### config.mk
export PLATFORM = sky130hd
export DESIGN_NAME = divide_remainder_unit
export DESIGN_NICKNAME = d
export VERILOG_FILES = /design/src/sv/dru_pkg.sv /design/src/sv/divide_remainder_unit.sv /design/src/sv/dru_front.sv /design/src/sv/dru_back.sv
export SDC_FILE = /design/constraint.sdc
export NUM_CORES = 1
export LEC_CHECK = 0
export ABC_AREA = 1
export BUFFER_PORTS_ARGS = -buffer_cell sky130_fd_sc_hd__buf_2
export CAP_MARGIN = 0
export CORE_MARGIN = 3
export CORE_UTILIZATION = 50
export DETAILED_ROUTE_END_ITERATION = 10
export HOLD_SLACK_MARGIN = 0.06
export PLACE_DENSITY_LB_ADDON = 0.08
export SLEW_MARGIN = 20
export SYNTH_ARGS = -nofsm -noshare
export SYNTH_HDL_FRONTEND = slang
export SYNTH_SLANG_ARGS = --single-unit
### constraint.sdc
create_clock -name clk -period 3.8 [get_ports clk]
set_input_delay 0.19 -clock clk [delete_from_list [all_inputs] [get_ports clk]]
set_output_delay 0.19 -clock clk [all_outputs]
set_load 0.1 [all_outputs]
### src/sv/dru_pkg.sv
// ----------------------------------------------------------------------------
// dru_pkg
// Shared types and constants for the divide and remainder unit.
// ----------------------------------------------------------------------------
package dru_pkg;

	localparam int unsigned OpW   = 3;
	localparam int unsigned DataW = 32;
	localparam int unsigned CntW  = 5;
	localparam int unsigned QueueDepth = 2;

	typedef enum logic [2:0] {
		OP_DIVU_W = 3'd0,
		OP_DIVS_W = 3'd1,
		OP_DIVU_L = 3'd2,
		OP_DIVS_L = 3'd3,
		OP_REMU_L = 3'd4,
		OP_REMS_L = 3'd5,
		OP_NOP6   = 3'd6,
		OP_NOP7   = 3'd7
	} op_t;

	// Classified job handed from the front end to the divider.
	typedef struct packed {
		logic              word_form;   // word form: 16-bit quotient packed with remainder
		logic              signed_form;
		logic              want_rem;    // long form writes the remainder
		logic              nop;         // unused code: all outputs zero
		logic              dz;          // divisor (as used) is zero
		logic              a_neg;       // dividend sign
		logic              q_neg;       // quotient gets negated
		logic [DataW-1:0]  a_mag;
		logic [DataW-1:0]  b_mag;
	} job_t;

	typedef enum logic [1:0] {
		ST_IDLE,
		ST_RUN,
		ST_DONE
	} div_state_t;

endpackage

### src/sv/divide_remainder_unit.sv
// ----------------------------------------------------------------------------
// divide_remainder_unit
// Word and long divide/remainder with condition flags.
// ----------------------------------------------------------------------------
// Each operation passes the divider as a load, the radix-2 restoring loop
// (one quotient bit per cycle) and formatting into the output register.
// A two-entry queue in front takes new operations while the divider
// runs, and the output register holds a result while the next operation
// iterates. A new operation is loaded only after the last is formatted.
module divide_remainder_unit (
	input  logic        clk,
	input  logic        arst_n,
	input  logic        in_valid,
	output logic        in_stall,
	input  logic [2:0]  op,
	input  logic [31:0] dividend,
	input  logic [31:0] divisor,
	output logic        out_valid,
	input  logic        out_stall,
	output logic [31:0] result_value,
	output logic        write_enable,
	output logic        flag_negative,
	output logic        flag_zero,
	output logic        flag_overflow,
	output logic        divide_by_zero
);

	logic          job_valid;
	logic          job_stall;
	dru_pkg::job_t job;

	dru_front u_front (
		.clk(clk), .arst_n(arst_n),
		.valid(in_valid), .stall(in_stall),
		.op(op), .dividend(dividend), .divisor(divisor),
		.job_valid(job_valid), .job_stall(job_stall), .job(job)
	);

	dru_back u_back (
		.clk(clk), .arst_n(arst_n),
		.job_valid(job_valid), .job_stall(job_stall), .job(job),
		.valid_out(out_valid), .stall_out(out_stall),
		.result_value(result_value), .write_enable(write_enable),
		.flag_negative(flag_negative), .flag_zero(flag_zero),
		.flag_overflow(flag_overflow), .divide_by_zero(divide_by_zero)
	);

endmodule

### src/sv/dru_front.sv
// ----------------------------------------------------------------------------
// dru_front
// Accepts operations, decodes the form and takes operand magnitudes.
// ----------------------------------------------------------------------------
module dru_front (
	input  logic                            clk,
	input  logic                            arst_n,
	input  logic                            valid,
	output logic                            stall,
	input  logic [dru_pkg::OpW-1:0]         op,
	input  logic [dru_pkg::DataW-1:0]       dividend,
	input  logic [dru_pkg::DataW-1:0]       divisor,
	output logic                            job_valid,
	input  logic                            job_stall,
	output dru_pkg::job_t                   job
);

	dru_pkg::job_t job_in;
	dru_pkg::job_t mem_q [dru_pkg::QueueDepth];
	logic          wr_ptr_q;
	logic          rd_ptr_q;
	logic [1:0]    count_q;
	logic          push;
	logic          pop;
	logic [dru_pkg::DataW-1:0] b_ext;
	logic          b_neg;

	// Decode the operation and fold signs into magnitudes
	always_comb begin
		job_in = '0;
		b_ext  = divisor;
		unique case (dru_pkg::op_t'(op))
			dru_pkg::OP_DIVU_W: begin
				job_in.word_form = 1'b1;
				b_ext = {16'h0000, divisor[15:0]};
			end
			dru_pkg::OP_DIVS_W: begin
				job_in.word_form   = 1'b1;
				job_in.signed_form = 1'b1;
				b_ext = {{16{divisor[15]}}, divisor[15:0]};
			end
			dru_pkg::OP_DIVU_L: ;
			dru_pkg::OP_DIVS_L: job_in.signed_form = 1'b1;
			dru_pkg::OP_REMU_L: job_in.want_rem = 1'b1;
			dru_pkg::OP_REMS_L: begin
				job_in.signed_form = 1'b1;
				job_in.want_rem    = 1'b1;
			end
			default: job_in.nop = 1'b1;
		endcase
		b_neg = job_in.signed_form & b_ext[31];
		job_in.a_neg = job_in.signed_form & dividend[31];
		job_in.q_neg = job_in.a_neg ^ b_neg;
		job_in.a_mag = job_in.a_neg ? (32'd0 - dividend) : dividend;
		job_in.b_mag = b_neg ? (32'd0 - b_ext) : b_ext;
		job_in.dz    = (b_ext == 32'd0) & ~job_in.nop;
	end

	assign stall = (count_q == 2'd2);
	assign push  = valid & ~stall;
	assign job_valid = (count_q != 2'd0);
	assign pop   = job_valid & ~job_stall;
	assign job   = mem_q[rd_ptr_q];

	// Store beats in the queue
	always_ff @(posedge clk) begin
		if (push) begin
			mem_q[wr_ptr_q] <= job_in;
		end
	end

	// Advance pointers and fill count
	always_ff @(posedge clk or negedge arst_n) begin
		if (!arst_n) begin
			wr_ptr_q <= 1'b0;
			rd_ptr_q <= 1'b0;
			count_q  <= 2'd0;
		end else begin
			if (push) wr_ptr_q <= ~wr_ptr_q;
			if (pop)  rd_ptr_q <= ~rd_ptr_q;
			count_q <= count_q + {1'b0, push} - {1'b0, pop};
		end
	end

endmodule

### src/sv/dru_back.sv
// ----------------------------------------------------------------------------
// dru_back
// Radix-2 restoring divider with result formatting and output register.
// ----------------------------------------------------------------------------
module dru_back (
	input  logic                            clk,
	input  logic                            arst_n,
	input  logic                            job_valid,
	output logic                            job_stall,
	input  dru_pkg::job_t                   job,
	output logic                            valid_out,
	input  logic                            stall_out,
	output logic [dru_pkg::DataW-1:0]       result_value,
	output logic                            write_enable,
	output logic                            flag_negative,
	output logic                            flag_zero,
	output logic                            flag_overflow,
	output logic                            divide_by_zero
);

	dru_pkg::div_state_t state_q, state_d;
	dru_pkg::job_t       job_q;
	logic [dru_pkg::DataW-1:0] quo_q;
	logic [dru_pkg::DataW-1:0] rem_q;
	logic [dru_pkg::CntW-1:0]  cnt_q;
	logic [dru_pkg::DataW:0]   rem_sh;
	logic [dru_pkg::DataW:0]   diff;
	logic                      take;
	logic                      fire;
	logic                      out_free;
	logic [dru_pkg::DataW-1:0] q_s;
	logic [dru_pkg::DataW-1:0] r_s;
	logic [dru_pkg::DataW-1:0] res_d;
	logic                      we_d, n_d, z_d, v_d, dz_d;
	logic                      ovf;

	assign out_free = ~valid_out | ~stall_out;
	assign take     = job_valid & (state_q == dru_pkg::ST_IDLE);
	assign job_stall = ~(state_q == dru_pkg::ST_IDLE);
	assign fire     = (state_q == dru_pkg::ST_DONE) & out_free;

	// Next state
	always_comb begin
		state_d = state_q;
		unique case (state_q)
			dru_pkg::ST_IDLE: if (job_valid) state_d = dru_pkg::ST_RUN;
			dru_pkg::ST_RUN:  if (cnt_q == '1) state_d = dru_pkg::ST_DONE;
			dru_pkg::ST_DONE: if (out_free) state_d = dru_pkg::ST_IDLE;
			default:          state_d = dru_pkg::ST_IDLE;
		endcase
	end

	// One quotient bit per cycle
	always_comb begin
		rem_sh = {rem_q, quo_q[31]};
		diff   = rem_sh - {1'b0, job_q.b_mag};
	end

	always_ff @(posedge clk or negedge arst_n) begin
		if (!arst_n) begin
			state_q <= dru_pkg::ST_IDLE;
			cnt_q   <= '0;
		end else begin
			state_q <= state_d;
			if (take) cnt_q <= '0;
			else if (state_q == dru_pkg::ST_RUN) cnt_q <= cnt_q + 1'b1;
		end
	end

	// Load operands and iterate
	always_ff @(posedge clk) begin
		if (take) begin
			job_q <= job;
			quo_q <= job.a_mag;
			rem_q <= '0;
		end else if (state_q == dru_pkg::ST_RUN) begin
			if (!diff[32]) begin
				rem_q <= diff[31:0];
				quo_q <= {quo_q[30:0], 1'b1};
			end else begin
				rem_q <= rem_sh[31:0];
				quo_q <= {quo_q[30:0], 1'b0};
			end
		end
	end

	// Format result and flags
	always_comb begin
		q_s = job_q.q_neg ? (32'd0 - quo_q) : quo_q;
		r_s = job_q.a_neg ? (32'd0 - rem_q) : rem_q;
		if (job_q.signed_form) begin
			ovf = job_q.q_neg ? (quo_q > 32'h0000_8000) : (quo_q > 32'h0000_7fff);
		end else begin
			ovf = (quo_q > 32'h0000_ffff);
		end
		res_d = '0; we_d = 1'b0; n_d = 1'b0; z_d = 1'b0; v_d = 1'b0; dz_d = 1'b0;
		if (job_q.nop) begin
		end else if (job_q.dz) begin
			dz_d = 1'b1;
		end else if (job_q.word_form) begin
			if (ovf) begin
				v_d = 1'b1;
			end else begin
				res_d = {r_s[15:0], q_s[15:0]};
				we_d  = 1'b1;
				n_d   = q_s[15];
				z_d   = (q_s[15:0] == 16'h0000);
			end
		end else if (job_q.want_rem) begin
			res_d = rem_q;
			we_d  = 1'b1;
			z_d   = (rem_q == 32'd0);
		end else begin
			res_d = q_s;
			we_d  = 1'b1;
			n_d   = q_s[31];
			z_d   = (q_s == 32'd0);
		end
	end

	// Hold result until taken
	always_ff @(posedge clk or negedge arst_n) begin
		if (!arst_n) begin
			valid_out <= 1'b0;
		end else if (fire) begin
			valid_out <= 1'b1;
		end else if (!stall_out) begin
			valid_out <= 1'b0;
		end
	end

	always_ff @(posedge clk) begin
		if (fire) begin
			result_value   <= res_d;
			write_enable   <= we_d;
			flag_negative  <= n_d;
			flag_zero      <= z_d;
			flag_overflow  <= v_d;
			divide_by_zero <= dz_d;
		end
	end

endmodule

==> flow_summary.yaml <==
run_status:
  outcome: "finished, final reports clean"
clock_network:
  root_buffer: "clkbuf_16"
  ctsHoldBuffers: 49
  cts_max_path_buffers: 3
  cts_max_level: 1
  cts_tree: "built"
  cts_resized: 0
  clkLatencyLatePin_ps: 580
  cts.sinks: 294
  post_cts_buffers: 0
  numCtsBuffers: 31
  clk_pin_slew_ps: 60
timing:
  period_needed_ps: 2770
  setup_viol: 0
  skew_ps: 42.0
  setup_ws_ps: 1030
  fin_crit_sh: 0.729
  hold_violations: 0
  maxSlewHeadroom: 0.415
  fmax_mhz: 361
  tightest_slew_ps: 874
  slew_violations: 0
  tns_ps: 0
  rsz0062_at_grt: "no"
route:
  avgViaCountPerCell: 5.22
  met1_length_um: 21800
  first_pass_iters: 5
  wl_met2_um: 19300
  via_count: 14000
  highest_layer: "met4"
  wire_per_inst_um: 16.6
  drc: 0
  detail-route-antenna-nets: 0
  route.met3.wl_um: 2090
  drt_iter0_markers: 1035
  wirelength_um: 44300
yosys:
  synth-compound-area-share: 0.0754
  synth-xor-area-share: 0.0441
  synth_edf_count: 250
  async_flop_share: 0.0408
  synth-simple-area-share: 0.278
  synth_top_cell_by_area: "edfxtp_1"
  yosys_warnings: 0
  synth_fp_nets: 2172
  yosysTopAreaCellShare: 0.444
  synthCells: 2059
  synthMuxAreaShare: 0
  synth.distinct_cells: 59
  synthFlopType: "edfxtp_1"
  synthAdderAreaFrac: 0.0315
  ys_ff_latch: 294
  syn_avg_cell_area_um2: 8.21
  syn_area_um2: 16900
  yosys-top-cells-area: "edfxtp_1 44%, nand2_1 15%, inv_1 5.3%, nor2_1 5.0%, dfxtp_1 3.8%"
  synth-seq-area-share: 0.500
  synth_top_family_by_area: "simple AND/OR/NAND/NOR gates"
placed_design:
  preCtsSetupSlack_ps: 1050
  port_buffers: 109
  hpwl_um: 33400
  dpl_cell_area_um2: 17900
  place_inst: 2573
  place_congestion: 0.940
grt:
  overflow: 0
  grt_max_degree: 73
  grt_pass1_wl_um: 70900
  track_usage: 0.247
  antenna_found_initial: 1
  first_global_vias: 13100
power:
  p_per_area_nw_per_um2: 825
  ir_drop_uv: 389
  p_leak_nw: 8.71
worst_hold_path:
  whs_path_depth: 2
  hold_class: "input port to flop"
run:
  maxCapViolCount: 0
cells_and_area:
  drive_gt1_frac: 0.105
  layout_common_cells: "674 x nand2_1, 250 x edfxtp_1, 238 x inv_1"
  area_growth_pct: 14.7
  diodes: 0
  final_cell_area_um2: 19400
  instances_no_fill: 2675
  nets: 2326
  final_common_cell: "nand2_1"
worst_setup_path:
  crit_fanout: 32
  cp-start-kind: "flop"
  worstPathArrival_ps: 3220
  critPathCaptureType: "flop"
  critPathKind: "flop to flop"
  rr_worst_depth: 16
  worstPathRequired_ps: 4250
die:
  core_area_um2: 32900
  die_x_um: 190
  std_cell_rows: 66
  ios: 110
  die_area_um2: 36000
  start_util: 0.513
  die_h_um: 190
==> power breakdown <==
part	leakage (nW)	internal (mW)	total (mW)	switching, mW
combinational	5.46	2.33	7.40	5.07
sequential	2.76	4.77	5.59	0.823
clock	0.485	1.76	3.00	1.24
==> routing by layer <==
layer  vias to the layer above  track usage
met5                         -            0
met2                       383        0.379
met4                         0       0.0657
li1                       7065            -
met1                      6425        0.377
met3                        78       0.0221
==> critical path, cell delays in order, from the launching register on <==
cell      delay, ps
edfxtp_1        400
inv_1           110
ha_1            140
inv_1            60
fa_1            400
nand2_1          80
nand2_1          80
nand4_1          80
nand2_1         110
nand3_1         100
nand2_2          90
nand3_2          90
nand3_1          90
nand2_2         480
nand2_1         140
nand3_1         120
nand2_1          50
==> cells in the mapped netlist, types with 6 or more instances <==
library cell	instances
xnor2_1	32
a21o_1	9
ha_1	41
nand4_1	22
nand3b_1	6
o21ai_1	8
dfxtp_1	32
nor4_1	6
nor2_2	10
nor3_1	11
clkbuf_1	30
o21ai_0	54
inv_2	6
edfxtp_1	250
nand3_1	125
nor2_1	225
xor2_1	53
dfrtp_1	12
a31oi_1	35
buf_4	6
buf_2	9
a21oi_1	83
nand2_1	674
nand2_2	12
inv_1	239
==> flip-flops by register name, summed over array words and instances (netlist names), 2 cells and up <==
signal and flops:
u_back.quo_q 32, u_back.rem_q 32, u_back.state_q 2, u_back.job_q 39, u_front.count_q 2, u_front.mem_q 142, u_back.cnt_q 5, u_back.result_value 32
==> worst paths after layout <==
| check | start | end | slack (ps) |
|---|---|---|---|
| min in group asynchronous | arst_n | u_front.wr_ptr_q | 680 |
| max reg2reg | u_back.quo_q[31] | u_back.rem_q[3] | 1030 |
| max in group asynchronous | arst_n | u_front.rd_ptr_q | 2730 |
| min | divisor[15] | u_front.mem_q[1][15] | 80 |
| max | u_back.quo_q[31] | u_back.rem_q[3] | 1030 |
| min reg2reg | u_back.rem_q[8] | u_back.rem_q[8] | 490 |
==> per-stage QoR <==
| stage | util | hold slack [ps] | power [mW] |
|---|---|---|---|
| floorplan | - | -106 | 10.8 |
| global placement | 0.543 | 86.5 | 12.8 |
| detailed placement | 0.543 | 88.1 | 13.0 |
| CTS | 0.588 | 67.9 | 16.0 |
| global route | 0.588 | 77.5 | 17.3 |
| finish | 0.588 | 81.4 | 16.0 |
==> final cells by class <==
class	count	area, um2
clock inverter	19	209
sequential	294	8450
clock buffer	34	787
tap	442	553
timing repair buffer	175	1180
inverter	246	925
multi-input combinational	1465	7280
fill	3011	13600
==> logic make-up after synthesis <==
family | count (synthesis)
XOR/XNOR | 85
AND/OR/NAND/NOR | 1118
buffers and inverters | 300
flip-flops | 294
AO/OA/AOI/OAI | 220
adder cells (fa/ha/maj) | 42
No activity file was read; power rests on OpenSTA's default activity.
